**config.mk**
```make
export PLATFORM = sky130hd
export DESIGN_NAME = leb128_varint_codec
export DESIGN_NICKNAME = d
export VERILOG_FILES = /design/src/hw/rtl/lebc_pkg.sv /design/src/hw/rtl/lebc_front.sv /design/src/hw/rtl/lebc_queue.sv /design/src/hw/rtl/lebc_back.sv /design/src/hw/rtl/leb128_varint_codec.sv
export VERILOG_INCLUDE_DIRS = /design/src /design/src/hw/rtl
export SDC_FILE = /design/constraint.sdc
export NUM_CORES = 1
export LEC_CHECK = 0
export ABC_AREA = 1
export ABC_CLOCK_PERIOD_IN_PS = 6490
export BUFFER_PORTS_ARGS = -buffer_cell sky130_fd_sc_hd__buf_2
export CORE_UTILIZATION = 30
export CTS_CLUSTER_SIZE = 10
export DETAILED_ROUTE_END_ITERATION = 6
export GPL_TIMING_DRIVEN = 0
export HOLD_SLACK_MARGIN = 0.05
export SETUP_SLACK_MARGIN = 0.2
export SLEW_MARGIN = 25
export SYNTH_ARGS = -nofsm -noshare
export SYNTH_HDL_FRONTEND = slang
export SYNTH_SLANG_ARGS = --single-unit
```
**constraint.sdc**
```tcl
create_clock -name clk_i -period 6.49 [get_ports clk_i]
set_input_delay 0.649 -clock clk_i [delete_from_list [all_inputs] [get_ports clk_i]]
set_output_delay 0.649 -clock clk_i [all_outputs]
set_load 0.01 [all_outputs]
```
**src/hw/rtl/assert_macros.svh**
```systemverilog
// Assertion macros shared by the codec RTL; they compile away for synthesis.
`ifndef ASSERT_MACROS_SVH
`define ASSERT_MACROS_SVH
`ifndef SYNTHESIS
// Property that must hold at every clock edge outside reset.
`define LEBC_ASSERT(lbl, prop, msg) \
  lbl: assert property (@(posedge clk_i) disable iff (!rst_ni) (prop)) else $error(msg);
// Condition that must never be seen at a clock edge outside reset.
`define LEBC_ASSERT_NEVER(lbl, cond, msg) \
  lbl: assert property (@(posedge clk_i) disable iff (!rst_ni) !(cond)) else $error(msg);
`else
`define LEBC_ASSERT(lbl, prop, msg)
`define LEBC_ASSERT_NEVER(lbl, cond, msg)
`endif
`endif

```
**src/hw/rtl/lebc_pkg.sv**
```systemverilog
// Shared types, constants and helper functions of the LEB128 varint codec.
`timescale 1ns / 1ps
`default_nettype none

package lebc_pkg;

  // Datapath sizes.
  localparam int unsigned DataW     = 64;
  localparam int unsigned ValueBits = 64;
  localparam int unsigned GroupBits = 7;
  localparam int unsigned MaxGroups = (ValueBits + GroupBits - 1) / GroupBits;
  localparam int unsigned GrpW      = $clog2(MaxGroups + 1);
  localparam int unsigned ShW       = $clog2(MaxGroups * GroupBits + 1);
  localparam int unsigned IdxW      = $clog2(DataW);

  // Job queue between the front and the back.
  localparam int unsigned QDepth = 4;
  localparam int unsigned QPtrW  = $clog2(QDepth);
  localparam int unsigned QCntW  = $clog2(QDepth + 1);

  // Mask of the bits that belong to a value.
  localparam logic [DataW-1:0] VMask = {DataW{1'b1}} >> (DataW - ValueBits);

  typedef enum logic [1:0] {
    ModeDecU = 2'd0,
    ModeDecS = 2'd1,
    ModeEncU = 2'd2,
    ModeEncS = 2'd3
  } mode_e;

  typedef enum logic {
    KindByte  = 1'b0,
    KindValue = 1'b1
  } kind_e;

  typedef enum logic {
    BkIdle = 1'b0,
    BkEnc  = 1'b1
  } back_state_e;

  // One job handed from the front to the back.
  typedef struct packed {
    logic             is_enc;
    logic             sgn;
    logic             ovf;
    logic [GrpW-1:0]  grp;
    logic [DataW-1:0] value;
  } lebc_job_t;

  // Sign-extend a value of ValueBits bits to the full data width.
  function automatic logic [DataW-1:0] widen_signed(input logic [DataW-1:0] v);
    logic [DataW-1:0] r;
    r = v & VMask;
    if (r[ValueBits-1]) begin
      r = r | ~VMask;
    end
    return r;
  endfunction

  // Bit position of a group: seven bits per group.
  function automatic logic [ShW-1:0] group_shift(input logic [GrpW-1:0] g);
    return ShW'(g) * ShW'(GroupBits);
  endfunction

endpackage

`default_nettype wire

```
**src/hw/rtl/lebc_front.sv**
```systemverilog
// Front end: accepts items, accumulates decode bytes and issues jobs to the queue.
`timescale 1ns / 1ps
`default_nettype none

module lebc_front
  import lebc_pkg::*;
(
  input  wire logic             clk_i,
  input  wire logic             rst_ni,
  input  wire logic             push_i,
  input  wire logic             q_full_i,
  input  wire logic [1:0]       mode_i,
  input  wire logic [7:0]       byte_in_i,
  input  wire logic [DataW-1:0] value_in_i,
  output      logic             job_push_o,
  output      lebc_job_t        job_o
);

  logic [DataW-1:0] part_q, part_d;
  logic [GrpW-1:0]  grp_q, grp_d;
  logic [GrpW-1:0]  grp_eff, grp_nxt;
  logic [DataW-1:0] part_nxt;
  logic             accept, is_enc, is_sgn, more, fin;
  mode_e            mode;

  // Classify the item.
  assign mode   = mode_e'(mode_i);
  assign accept = push_i && !q_full_i;
  assign is_enc = (mode == ModeEncU) || (mode == ModeEncS);
  assign is_sgn = (mode == ModeDecS) || (mode == ModeEncS);
  assign more   = byte_in_i[7];

  // Place the byte's data group at the next position of the running value.
  always_comb begin
    grp_eff  = (grp_q >= GrpW'(MaxGroups)) ? '0 : grp_q;
    part_nxt = (part_q | (DataW'(byte_in_i[6:0]) << group_shift(grp_eff))) & VMask;
    grp_nxt  = grp_eff + GrpW'(1);
    fin      = !more || (grp_nxt >= GrpW'(MaxGroups));
  end

  // Decode state update.
  always_comb begin
    part_d = part_q;
    grp_d  = grp_q;
    if (accept && !is_enc) begin
      if (fin) begin
        part_d = '0;
        grp_d  = '0;
      end else begin
        part_d = part_nxt;
        grp_d  = grp_nxt;
      end
    end
  end

  // Job for the back end: a finished decode or a whole encode.
  always_comb begin
    job_push_o = accept && (is_enc || fin);
    job_o.is_enc = is_enc;
    job_o.sgn    = is_sgn;
    job_o.ovf    = !is_enc && more;
    job_o.grp    = is_enc ? '0 : grp_nxt;
    if (is_enc) begin
      job_o.value = is_sgn ? widen_signed(value_in_i) : (value_in_i & VMask);
    end else begin
      job_o.value = part_nxt;
    end
  end

  always_ff @(posedge clk_i or negedge rst_ni) begin
    if (!rst_ni) begin
      part_q <= '0;
      grp_q  <= '0;
    end else begin
      part_q <= part_d;
      grp_q  <= grp_d;
    end
  end

endmodule

`default_nettype wire

```
**src/hw/rtl/lebc_queue.sv**
```systemverilog
// Short job queue that decouples the front end from the back end.
`timescale 1ns / 1ps
`default_nettype none
`include "assert_macros.svh"

module lebc_queue
  import lebc_pkg::*;
(
  input  wire logic      clk_i,
  input  wire logic      rst_ni,
  input  wire logic      push_i,
  input  wire lebc_job_t job_i,
  input  wire logic      pop_i,
  output      lebc_job_t head_o,
  output      logic      full_o,
  output      logic      empty_o
);

  lebc_job_t        slot_q [QDepth];
  logic [QPtrW-1:0] wr_ptr_q, wr_ptr_d;
  logic [QPtrW-1:0] rd_ptr_q, rd_ptr_d;
  logic [QCntW-1:0] cnt_q, cnt_d;

  assign full_o  = (cnt_q == QCntW'(QDepth));
  assign empty_o = (cnt_q == '0);
  assign head_o  = slot_q[rd_ptr_q];

  // Pointer and fill level update.
  always_comb begin
    wr_ptr_d = push_i ? wr_ptr_q + QPtrW'(1) : wr_ptr_q;
    rd_ptr_d = pop_i ? rd_ptr_q + QPtrW'(1) : rd_ptr_q;
    cnt_d    = cnt_q + QCntW'(push_i) - QCntW'(pop_i);
  end

  always_ff @(posedge clk_i or negedge rst_ni) begin
    if (!rst_ni) begin
      wr_ptr_q <= '0;
      rd_ptr_q <= '0;
      cnt_q    <= '0;
    end else begin
      wr_ptr_q <= wr_ptr_d;
      rd_ptr_q <= rd_ptr_d;
      cnt_q    <= cnt_d;
    end
  end

  // Job storage.
  always_ff @(posedge clk_i) begin
    if (push_i) begin
      slot_q[wr_ptr_q] <= job_i;
    end
  end

  `LEBC_ASSERT_NEVER(a_push_full, push_i && full_o, "job pushed into a full queue")
  `LEBC_ASSERT_NEVER(a_pop_empty, pop_i && empty_o, "job popped from an empty queue")
  `LEBC_ASSERT(a_cnt_ptrs, QPtrW'(cnt_q) == (wr_ptr_q - rd_ptr_q), "level and pointers disagree")

endmodule

`default_nettype wire

```
**src/hw/rtl/lebc_back.sv**
```systemverilog
// Back end: forms decoded values, emits encoded bytes and holds the result register.
`timescale 1ns / 1ps
`default_nettype none
`include "assert_macros.svh"

module lebc_back
  import lebc_pkg::*;
(
  input  wire logic             clk_i,
  input  wire logic             rst_ni,
  input  wire lebc_job_t        head_i,
  input  wire logic             q_empty_i,
  output      logic             q_pop_o,
  input  wire logic             pop_i,
  output      logic             out_valid_o,
  output      logic             kind_o,
  output      logic [7:0]       byte_out_o,
  output      logic [DataW-1:0] value_out_o,
  output      logic             last_o,
  output      logic             overflow_o
);

  back_state_e      state_q, state_d;
  logic [DataW-1:0] work_v_q, work_v_d;
  logic             work_sgn_q, work_sgn_d;
  logic [GrpW-1:0]  cnt_q, cnt_d;

  logic             out_valid_q, out_valid_d;
  kind_e            kind_q, kind_d;
  logic [7:0]       byte_q, byte_d;
  logic [DataW-1:0] value_q, value_d;
  logic             last_q, last_d;
  logic             ovf_q, ovf_d;

  logic             load, emit;
  logic [DataW-1:0] src_v, vn, dec_v;
  logic             src_sgn, done, fin, sign_bit;
  logic [GrpW-1:0]  src_cnt;
  logic [6:0]       grp_data;
  logic [ShW-1:0]   sh;

  // The result register can take a new result when empty or being drained.
  assign load = !out_valid_q || pop_i;

  // One encode step: take the low group and shift the rest down.
  always_comb begin
    src_v    = (state_q == BkEnc) ? work_v_q : head_i.value;
    src_sgn  = (state_q == BkEnc) ? work_sgn_q : head_i.sgn;
    src_cnt  = (state_q == BkEnc) ? cnt_q : '0;
    grp_data = src_v[6:0];
    vn       = {{GroupBits{src_v[DataW-1] & src_sgn}}, src_v[DataW-1:GroupBits]};
    if (src_sgn) begin
      done = ((vn == '0) && !grp_data[6]) || ((vn == '1) && grp_data[6]);
    end else begin
      done = (vn == '0);
    end
    fin = done || (src_cnt == GrpW'(MaxGroups - 1));
  end

  // Final decoded value: sign extension from the top decoded group.
  always_comb begin
    sh       = group_shift(head_i.grp);
    sign_bit = head_i.value[IdxW'(sh - ShW'(1))];
    dec_v    = head_i.value;
    if (head_i.sgn) begin
      if ((sh < ShW'(ValueBits)) && sign_bit) begin
        dec_v = dec_v | ({DataW{1'b1}} << sh);
      end
      dec_v = widen_signed(dec_v);
    end
  end

  // Next state.
  always_comb begin
    state_d = state_q;
    unique case (state_q)
      BkIdle: begin
        if (load && !q_empty_i && head_i.is_enc && !fin) begin
          state_d = BkEnc;
        end
      end
      BkEnc: begin
        if (load && fin) begin
          state_d = BkIdle;
        end
      end
      default: state_d = BkIdle;
    endcase
  end

  // Outputs of the state machine and datapath updates.
  always_comb begin
    q_pop_o     = load && (state_q == BkIdle) && !q_empty_i;
    emit        = q_pop_o || ((state_q == BkEnc) && load);
    work_v_d    = work_v_q;
    work_sgn_d  = work_sgn_q;
    cnt_d       = cnt_q;
    out_valid_d = out_valid_q && !pop_i;
    kind_d      = kind_q;
    byte_d      = byte_q;
    value_d     = value_q;
    last_d      = last_q;
    ovf_d       = ovf_q;
    if (emit) begin
      out_valid_d = 1'b1;
      if ((state_q == BkIdle) && !head_i.is_enc) begin
        kind_d  = KindValue;
        byte_d  = '0;
        value_d = dec_v;
        last_d  = 1'b0;
        ovf_d   = head_i.ovf;
      end else begin
        kind_d     = KindByte;
        byte_d     = {!fin, grp_data};
        value_d    = '0;
        last_d     = fin;
        ovf_d      = 1'b0;
        work_v_d   = vn;
        work_sgn_d = src_sgn;
        cnt_d      = src_cnt + GrpW'(1);
      end
    end
  end

  always_ff @(posedge clk_i or negedge rst_ni) begin
    if (!rst_ni) begin
      state_q     <= BkIdle;
      out_valid_q <= 1'b0;
      cnt_q       <= '0;
    end else begin
      state_q     <= state_d;
      out_valid_q <= out_valid_d;
      cnt_q       <= cnt_d;
    end
  end

  always_ff @(posedge clk_i) begin
    work_v_q   <= work_v_d;
    work_sgn_q <= work_sgn_d;
    kind_q     <= kind_d;
    byte_q     <= byte_d;
    value_q    <= value_d;
    last_q     <= last_d;
    ovf_q      <= ovf_d;
  end

  assign out_valid_o = out_valid_q;
  assign kind_o      = kind_q;
  assign byte_out_o  = byte_q;
  assign value_out_o = value_q;
  assign last_o      = last_q;
  assign overflow_o  = ovf_q;

  `LEBC_ASSERT(a_enc_cnt,
               (state_q == BkEnc) |-> ((cnt_q != '0) && (cnt_q < GrpW'(MaxGroups))),
               "encode byte count out of range")
  `LEBC_ASSERT(a_enc_limit,
               ((state_q == BkEnc) && load && (cnt_q == GrpW'(MaxGroups - 1)))
                 |=> (state_q == BkIdle),
               "encode ran past its byte limit")
  `LEBC_ASSERT(a_dec_fields,
               (out_valid_q && (kind_q == KindValue)) |-> (!last_q && (byte_q == '0)),
               "decode result carries byte fields")
  `LEBC_ASSERT(a_emit_fills, emit |=> out_valid_q, "emitted result was not captured")

endmodule

`default_nettype wire

```
**src/hw/rtl/leb128_varint_codec.sv**
```systemverilog
// Top level of the 64-bit LEB128 varint encoder and decoder.
//
//  Channel  | Handshake                      | Payload
//  ---------+--------------------------------+-------------------------------------------
//  input    | push in, full out              | mode_i, byte_in_i, value_in_i
//  result   | empty out, pop in              | kind_o, byte_out_o, value_out_o, last_o,
//           |                                | overflow_o
//
// A decode byte is added to the running value as it is taken; a finished value goes through
// the job queue into the result register and waits in the queue while that register is occupied.
// An encode item occupies the back end until all of its output bytes (1 to 10) are out;
// the byte emitter shifts out one 7-bit group per cycle whenever the result register can load.
// A four-entry job queue lets input transfers continue while bytes drain.
// Reset clears the decode accumulator, the queue and the result register.
`timescale 1ns / 1ps
`default_nettype none

module leb128_varint_codec
  import lebc_pkg::*;
(
  input  wire logic             clk_i,
  input  wire logic             rst_ni,
  input  wire logic             push,
  output      logic             full,
  input  wire logic [1:0]       mode_i,
  input  wire logic [7:0]       byte_in_i,
  input  wire logic [DataW-1:0] value_in_i,
  output      logic             empty,
  input  wire logic             pop,
  output      logic             kind_o,
  output      logic [7:0]       byte_out_o,
  output      logic [DataW-1:0] value_out_o,
  output      logic             last_o,
  output      logic             overflow_o
);

  lebc_job_t job, head;
  logic      job_push, q_full, q_empty, q_pop, out_valid;

  lebc_front u_front (
    .clk_i      (clk_i),
    .rst_ni     (rst_ni),
    .push_i     (push),
    .q_full_i   (q_full),
    .mode_i     (mode_i),
    .byte_in_i  (byte_in_i),
    .value_in_i (value_in_i),
    .job_push_o (job_push),
    .job_o      (job)
  );

  lebc_queue u_queue (
    .clk_i   (clk_i),
    .rst_ni  (rst_ni),
    .push_i  (job_push),
    .job_i   (job),
    .pop_i   (q_pop),
    .head_o  (head),
    .full_o  (q_full),
    .empty_o (q_empty)
  );

  lebc_back u_back (
    .clk_i       (clk_i),
    .rst_ni      (rst_ni),
    .head_i      (head),
    .q_empty_i   (q_empty),
    .q_pop_o     (q_pop),
    .pop_i       (pop),
    .out_valid_o (out_valid),
    .kind_o      (kind_o),
    .byte_out_o  (byte_out_o),
    .value_out_o (value_out_o),
    .last_o      (last_o),
    .overflow_o  (overflow_o)
  );

  assign full  = q_full;
  assign empty = !out_valid;

endmodule

`default_nettype wire

```
# Word level (Yosys, flattened, before mapping)
# Memories as Yosys holds them, arrays and structs flattened.
# Cells that the tools add are included.
# word_totals
regBits	215
mem_bits_rw	284
inputBits	78
output_inout_bits	77
elab_cells	98
n_memories	1
# classes
addsub	7
mul	2
magnitude_cmp	4
n_eq_ne	6
n_shift	2
muxes	20
bitwise	5
reduce_logical	36
# memory_table
memory	words	word_bits	rd	rd_ports_with_merged_regs	wr	line	source
u_queue.slot_q	4	71	1	0	1	lebc_queue.sv:19	lebc_job_t slot_q [QDepth];
# op_table
op	n
$mux W64	5
$or A64 B64 Y64	2
$eq A64 B64 Y1 const B	1
$logic_not A64 Y1	1
$shl A64 B7 Y64 const A	1
$shl A7 B7 Y64	1
$logic_and A1 B1 Y1	16
$mux W4	4
$mul A4 B3 Y7 const B	2
$logic_not A1 Y1	9
$mux W1	9
$add A4 B1 Y4 const B	2
$ge A4 B4 Y1 const B	2
$logic_or A1 B1 Y1	8
$lt A6 B7 Y1 const B	1
$lt A7 B7 Y1 const B	1
$bmux W1 S6	1
$sub A6 B1 Y6 const B	1
$add A2 B1 Y2 const B	2
$eq A2 B2 Y1 const B	2
$eq A4 B4 Y1 const B	1
$add A3 B1 Y3	1
$eq A3 B3 Y1 const B	1
$logic_not A3 Y1	1
other kinds (6)	7

# Depth between registers and ports, before layout
# An unclocked memory read counts as a cell.
# depth
word_depth	12
mapped_depth	23
mapped_depth_nobuf	20

# Cells and area by module
# From an unflattened synthesis, not the netlist that was laid out.
# unflattened
hier_cells	2774
area_unflattened_um2	24840.1
# modules_own_cells
module	n_inst	cells_per_inst	area_per_inst_um2	seq_area_each_um2
lebc_queue	1	1158	12294.3	8703.3
lebc_back	1	947	8202.9	4174.0
lebc_front	1	668	4339.2	1701.6
leb128_varint_codec	1	1	3.8	0.0

# Least setup slack after synthesis
# Ideal clock, no wire load.
# synth_path
path_type	register to register
startpoint	register u_front.grp_q[2]
endpoint	memory u_queue.slot_q[0][0] (netlist bit), enable pin
setup_time_ps	501
t_arrival_ps	5016
required_ps	5989
slack_ps	974
stages_incl_launch_ff	14
path_buffers	1
period_less_slack_ps	5516
cell_sequence	dfrtp_1 > nor2_1 > nor2_1 > inv_1 > nand2_2 > inv_2 > buf_1 > ha_1 > xnor2_1 > nand3b_1 > nand2_1 > a21oi_1 > inv_1 > nor2_1
# synth_between
elab_chain_len	9
# synth_lines
item	line	source
from (decl)	lebc_front.sv:20	logic [GrpW-1:0] grp_q, grp_d;
from (signal assigned)	lebc_front.sv:76	grp_q <= grp_d;
$ge A4 B4 Y1	lebc_front.sv:35	grp_eff = (grp_q >= GrpW'(MaxGroups)) ? '0 : grp_q;
$mux W4 (*)	lebc_front.sv:35	
$add A4 B1 Y4 (*)	lebc_front.sv:37	grp_nxt = grp_eff + GrpW'(1);
$ge A4 B4 Y1 (*)	lebc_front.sv:38	fin = !more || (grp_nxt >= GrpW'(MaxGroups));
$logic_or A1 B1 Y1 (*)	lebc_front.sv:38	
$logic_or A1 B1 Y1 (*)	lebc_front.sv:58	job_push_o = accept && (is_enc || fin);
$logic_and A1 B1 Y1 (*)	lebc_front.sv:58	
$mux W1 (*)	lebc_queue.sv:49	if (push_i) begin
$mux W1 (not written as such) (*)	lebc_queue.sv:50	slot_q[wr_ptr_q] <= job_i;
to (decl)	lebc_queue.sv:19	
# Mark *: on every way between the ends. The rest lies on a longest branch, timed or not.

# Final worst setup path
# layout_path
startpoint	register u_queue.rd_ptr_q[1]
endpoint	register u_back.value_q[52], in the netlist u_back.value_out_o[52], data pin
# layout_between
elab_chain_len	8
elab_cells_between_ends	13
cone_classes	add/sub: 1; mul: 1; order compare: 1; shift: 1; mux: 4; bitwise: 1; reduce/logical: 3; memory: 1
# layout_lines
item	line	source
from (decl)	lebc_queue.sv:21	logic [QPtrW-1:0] rd_ptr_q, rd_ptr_d;
from (signal assigned)	lebc_queue.sv:42	rd_ptr_q <= rd_ptr_d;
$mem_v2 Z4 W71 (*)	-	
$mul A4 B3 Y7	lebc_pkg.sv:62	return ShW'(g) * ShW'(GroupBits);
$sub A6 B1 Y6	lebc_back.sv:63	sign_bit = head_i.value[IdxW'(sh - ShW'(1))];
$bmux W1 S6	lebc_back.sv:63	
$mux W1 (not written as such)	lebc_back.sv:63	
$logic_and A1 B1 Y1	lebc_back.sv:66	if ((sh < ShW'(ValueBits)) && sign_bit) begin
$mux W64	lebc_back.sv:66	
$mux W64	lebc_back.sv:65	if (head_i.sgn) begin
to (signal assigned)	lebc_back.sv:142	value_q <= value_d;
to (decl)	lebc_back.sv:31	logic [DataW-1:0] value_q, value_d;
# Mark *: on every way between the ends. The rest lies on a longest branch, timed or not. The select of a mux whose other input is x is not followed.
# A chain may end at the register's enable or synchronous reset.

==> results.md <==
* Outcome: finished, violations left
* Failing checks: DRC
* Placed instance count at 3,493
* Share of cells above drive strength 1 at 0.127
* CP arrival at 5820 ps
* Crit Reg-Reg Endpoint: u_back.value_out_o[52]$_SDFFCE_PN0P_
* Kind of critical path: register to register
* Overall routed net length at 76,400 µm
* I/O pin count at 155
* ANT nets after route at 0
* HP Class: primary input to register
* Slowest cell on the critical path: fa_1
* Clock Tree Buf Depth at 3
* Total CTS buffers at 57
* Iter 0 DRT Violations at 2,031
* Crit path required time at 6860 ps
* Final Setup Violations at 0
* All-Layer GR Usage at 0.195
* Via count at 18,140
* Residual DRC at 1
* Cells after synthesis at 2,346
* Die width at 279 µm
* Hold Startpoint: mode_i[0]
* Worst path max stage delay at 570 ps
* CTS Sinks at 499
* Core area at 0.0758 mm²
* Max-slew headroom at 0.338
* Synth cell types at 40
* Number of nets in the layout at 2,678
* Slew Viols, Final at 0
* Setup crit end kind: register
* WHS Path Cells at 1
* Fin cells at 3,592
* PortBufs at 152
* CTS tree: built
* Post-CTS Resized at 0
* CP Cell Sequence: buf_4, inv_2, buf_2, buf_2, a21oi_1, a32oi_1, inv_1, fa_1, inv_1, fa_1, inv_1, nand2_1, inv_1, nand2_1, nand2_1, o21ai_0, a21oi_1, nand3b_2, nand4_2, a21oi_1
* CTS H-Tree Depth at 2
* Max Fclk at 184 MHz
* Maxcap violations at 0
* Antenna violations before repair at 2
* Post-synthesis register bit count at 499
* Flop-to-flop setup slack at 1040 ps
* Syn Area/Cell at 9.79 µm²
* Worst clock skew at 26.2 ps
* Final Wtd Congestion at 0.960
* CTS clock-pin slew for the worst setup and hold paths at 60 ps
* Pin count of the biggest net entering global routing at 69
* Ant diodes at 0
* Top cells by area, synth: edfxtp_1, nand2_1, dfrtp_1
* Unrepaired setup endpoints after global routing: no
* Root Driver: clkbuf_16
* Ys Warns at 0
* Reg2reg start: u_queue.rd_ptr_q[1]$_DFFE_PN0P_
* Worst-Margin Slew at 983 ps
* Most numerous cell on the critical path: inv_1
* Synth area leader: edfxtp_1
* Die Y at 279 µm
* Synthesized area at 0.0230 mm²
* R2r worst-path depth at 20
* Fin crit period at 5450 ps
* CP top delay family: buffers and inverters
* Skew-Pair Late Insertion Delay at 620 ps
* DIE AREA at 0.0777 mm²
* Total gr overflow at 0
* Per-cell routed wire length at 21.3 µm
* Vias in the first global route at 16,942
* Synth top area share at 0.546
* Worst Path Max Fanout at 10
* Setup_tns at 0 ps
* Hpwl dp at 56,900 µm
* Worst Hold End: u_queue.slot_q[0][69]$_DFFE_PP_
* Final-report hold violation count at 0
* Vias per cell at 5.05
* Syn Nets at 2,449
* First-pass GRT wire length at 112,000 µm
* Initial Util at 0.303
* Drt first pass iters at 7
* Area grow syn2layout at 17.8%
* Period Utilization, post-route at 0.840
* # rows at 101
* Element type at the critical path start: register
* Worst Path Buf+Inv at 8
* Seq/Total Area, Yosys at 0.635
==> metrics by stage <==
step / utilization / hold slack [ps] / setup WS (ps) / cell area [µm²]
after floorplan: - / 353 / 974 / 23000
after global placement: 0.329 / 468 / -2390 / 25000
after detailed placement: 0.335 / 477 / 1220 / 25400
after CTS: 0.357 / 307 / 1190 / 27100
after global routing: 0.357 / 327 / 830 / 27100
final: 0.357 / 323 / 1040 / 27100
==> layout by cell type, fill, tap and decap left out, drive strengths merged, types with 3 or more instances in the layout <==
cell,instances
xnor2,5
nand2,796
xor2,4
a21o,3
clkbuf,145
nand4,66
a21oi,105
o21bai,19
ha,20
a31oi,9
o21ai,157
o31ai,4
nand3b,3
inv,175
nand3,189
or2,3
fa,5
nor3,16
dfrtp,81
edfxtp,418
o22ai,23
buf,247
nor2,104
clkinv,8
==> sequential cells by signal (all words and copies together), names as in the netlist, 2 cells and up <==
signal	flops
u_front.grp_q	4
u_back.work_v_q	58
u_queue.slot_q	284
u_front.part_q	64
u_queue.wr_ptr_q	2
u_back.byte_out_o	8
u_queue.rd_ptr_q	2
u_back.value_out_o	64
u_back.cnt_q	4
u_queue.cnt_q	3
==> how the worst max path moves through the flow <==
stage | cells after the start | endpoint | startpoint | slack [ps]
after floorplan | 13 | u_queue.slot_q[0][0]$_DFFE_PP_ | u_front.grp_q[2]$_DFFE_PN0P_ | 970
final | 20 | u_back.value_out_o[52]$_SDFFCE_PN0P_ | u_queue.rd_ptr_q[1]$_DFFE_PN0P_ | 1040
after detailed placement | 20 | u_back.value_out_o[52]$_SDFFCE_PN0P_ | u_queue.rd_ptr_q[1]$_DFFE_PN0P_ | 1220
after CTS | 20 | u_back.value_out_o[52]$_SDFFCE_PN0P_ | u_queue.rd_ptr_q[1]$_DFFE_PN0P_ | 1190
after global placement | 13 | u_queue.slot_q[2][13]$_DFFE_PP_ | u_front.grp_q[2]$_DFFE_PN0P_ | -2390
after global routing | 20 | u_back.value_out_o[52]$_SDFFCE_PN0P_ | u_queue.rd_ptr_q[1]$_DFFE_PN0P_ | 830
==> metal layers <==
metal	GRT usage	wire length (µm)	vias to the layer above	share of wire
li1	-	-	8430	-
met1	0.275	33300	8724	0.44
met2	0.305	34400	843	0.45
met3	0.0346	6430	141	0.084
met4	0.0590	2220	2	0.029
met5	0	13	-	0.00017
==> cells by family after synthesis <==
kind of cell	Yosys count	synth area share
AOI/OAI and AO/OA	325	0.0760
xor gates and xnor gates	9	0.00376
adders and majority gates	25	0.0153
buffers and inverters	308	0.0563
DFF	499	0.635
and+or+nand+nor	1180	0.214
==> final cells by class <==
| type | instances | area (µm²) |
|---|---|---|
| multi-input combinational | 1539 | 7130 |
| timing repair buffer | 170 | 1180 |
| inverter | 177 | 667 |
| tap | 978 | 1220 |
| fill | 7595 | 48800 |
| clock inverter | 6 | 35.0 |
| buffer | 131 | 628 |
| sequential | 499 | 14600 |
| clock buffer | 92 | 1600 |
==> Yosys cell counts, drive strengths merged <==
library cell,count
inv,174
edfxtp,418
a21oi,105
o21ai,157
ha,20
a32oi,2
nand3,189
o22ai,23
xnor2,5
clkinv,3
o31ai,4
nand4,66
buf,78
nor4,1
o211ai,2
nand2,796
and2,2
nor3,16
xor2,4
a21o,3
o21a,1
dfrtp,81
nand3b,3
clkbuf,53
o21bai,19
fa,5
or2,3
nor2,104
a31oi,9
==> timing repair <==
item / 4_1_cts / 5_1_grt
setup buffers: 0 / 0
hold buffers: 1 / 0
endpoints found under the hold margin: 13 / 0
Power is not shown: default switching activity piles up to over one toggle a cycle in this logic, so the estimate is an artifact.
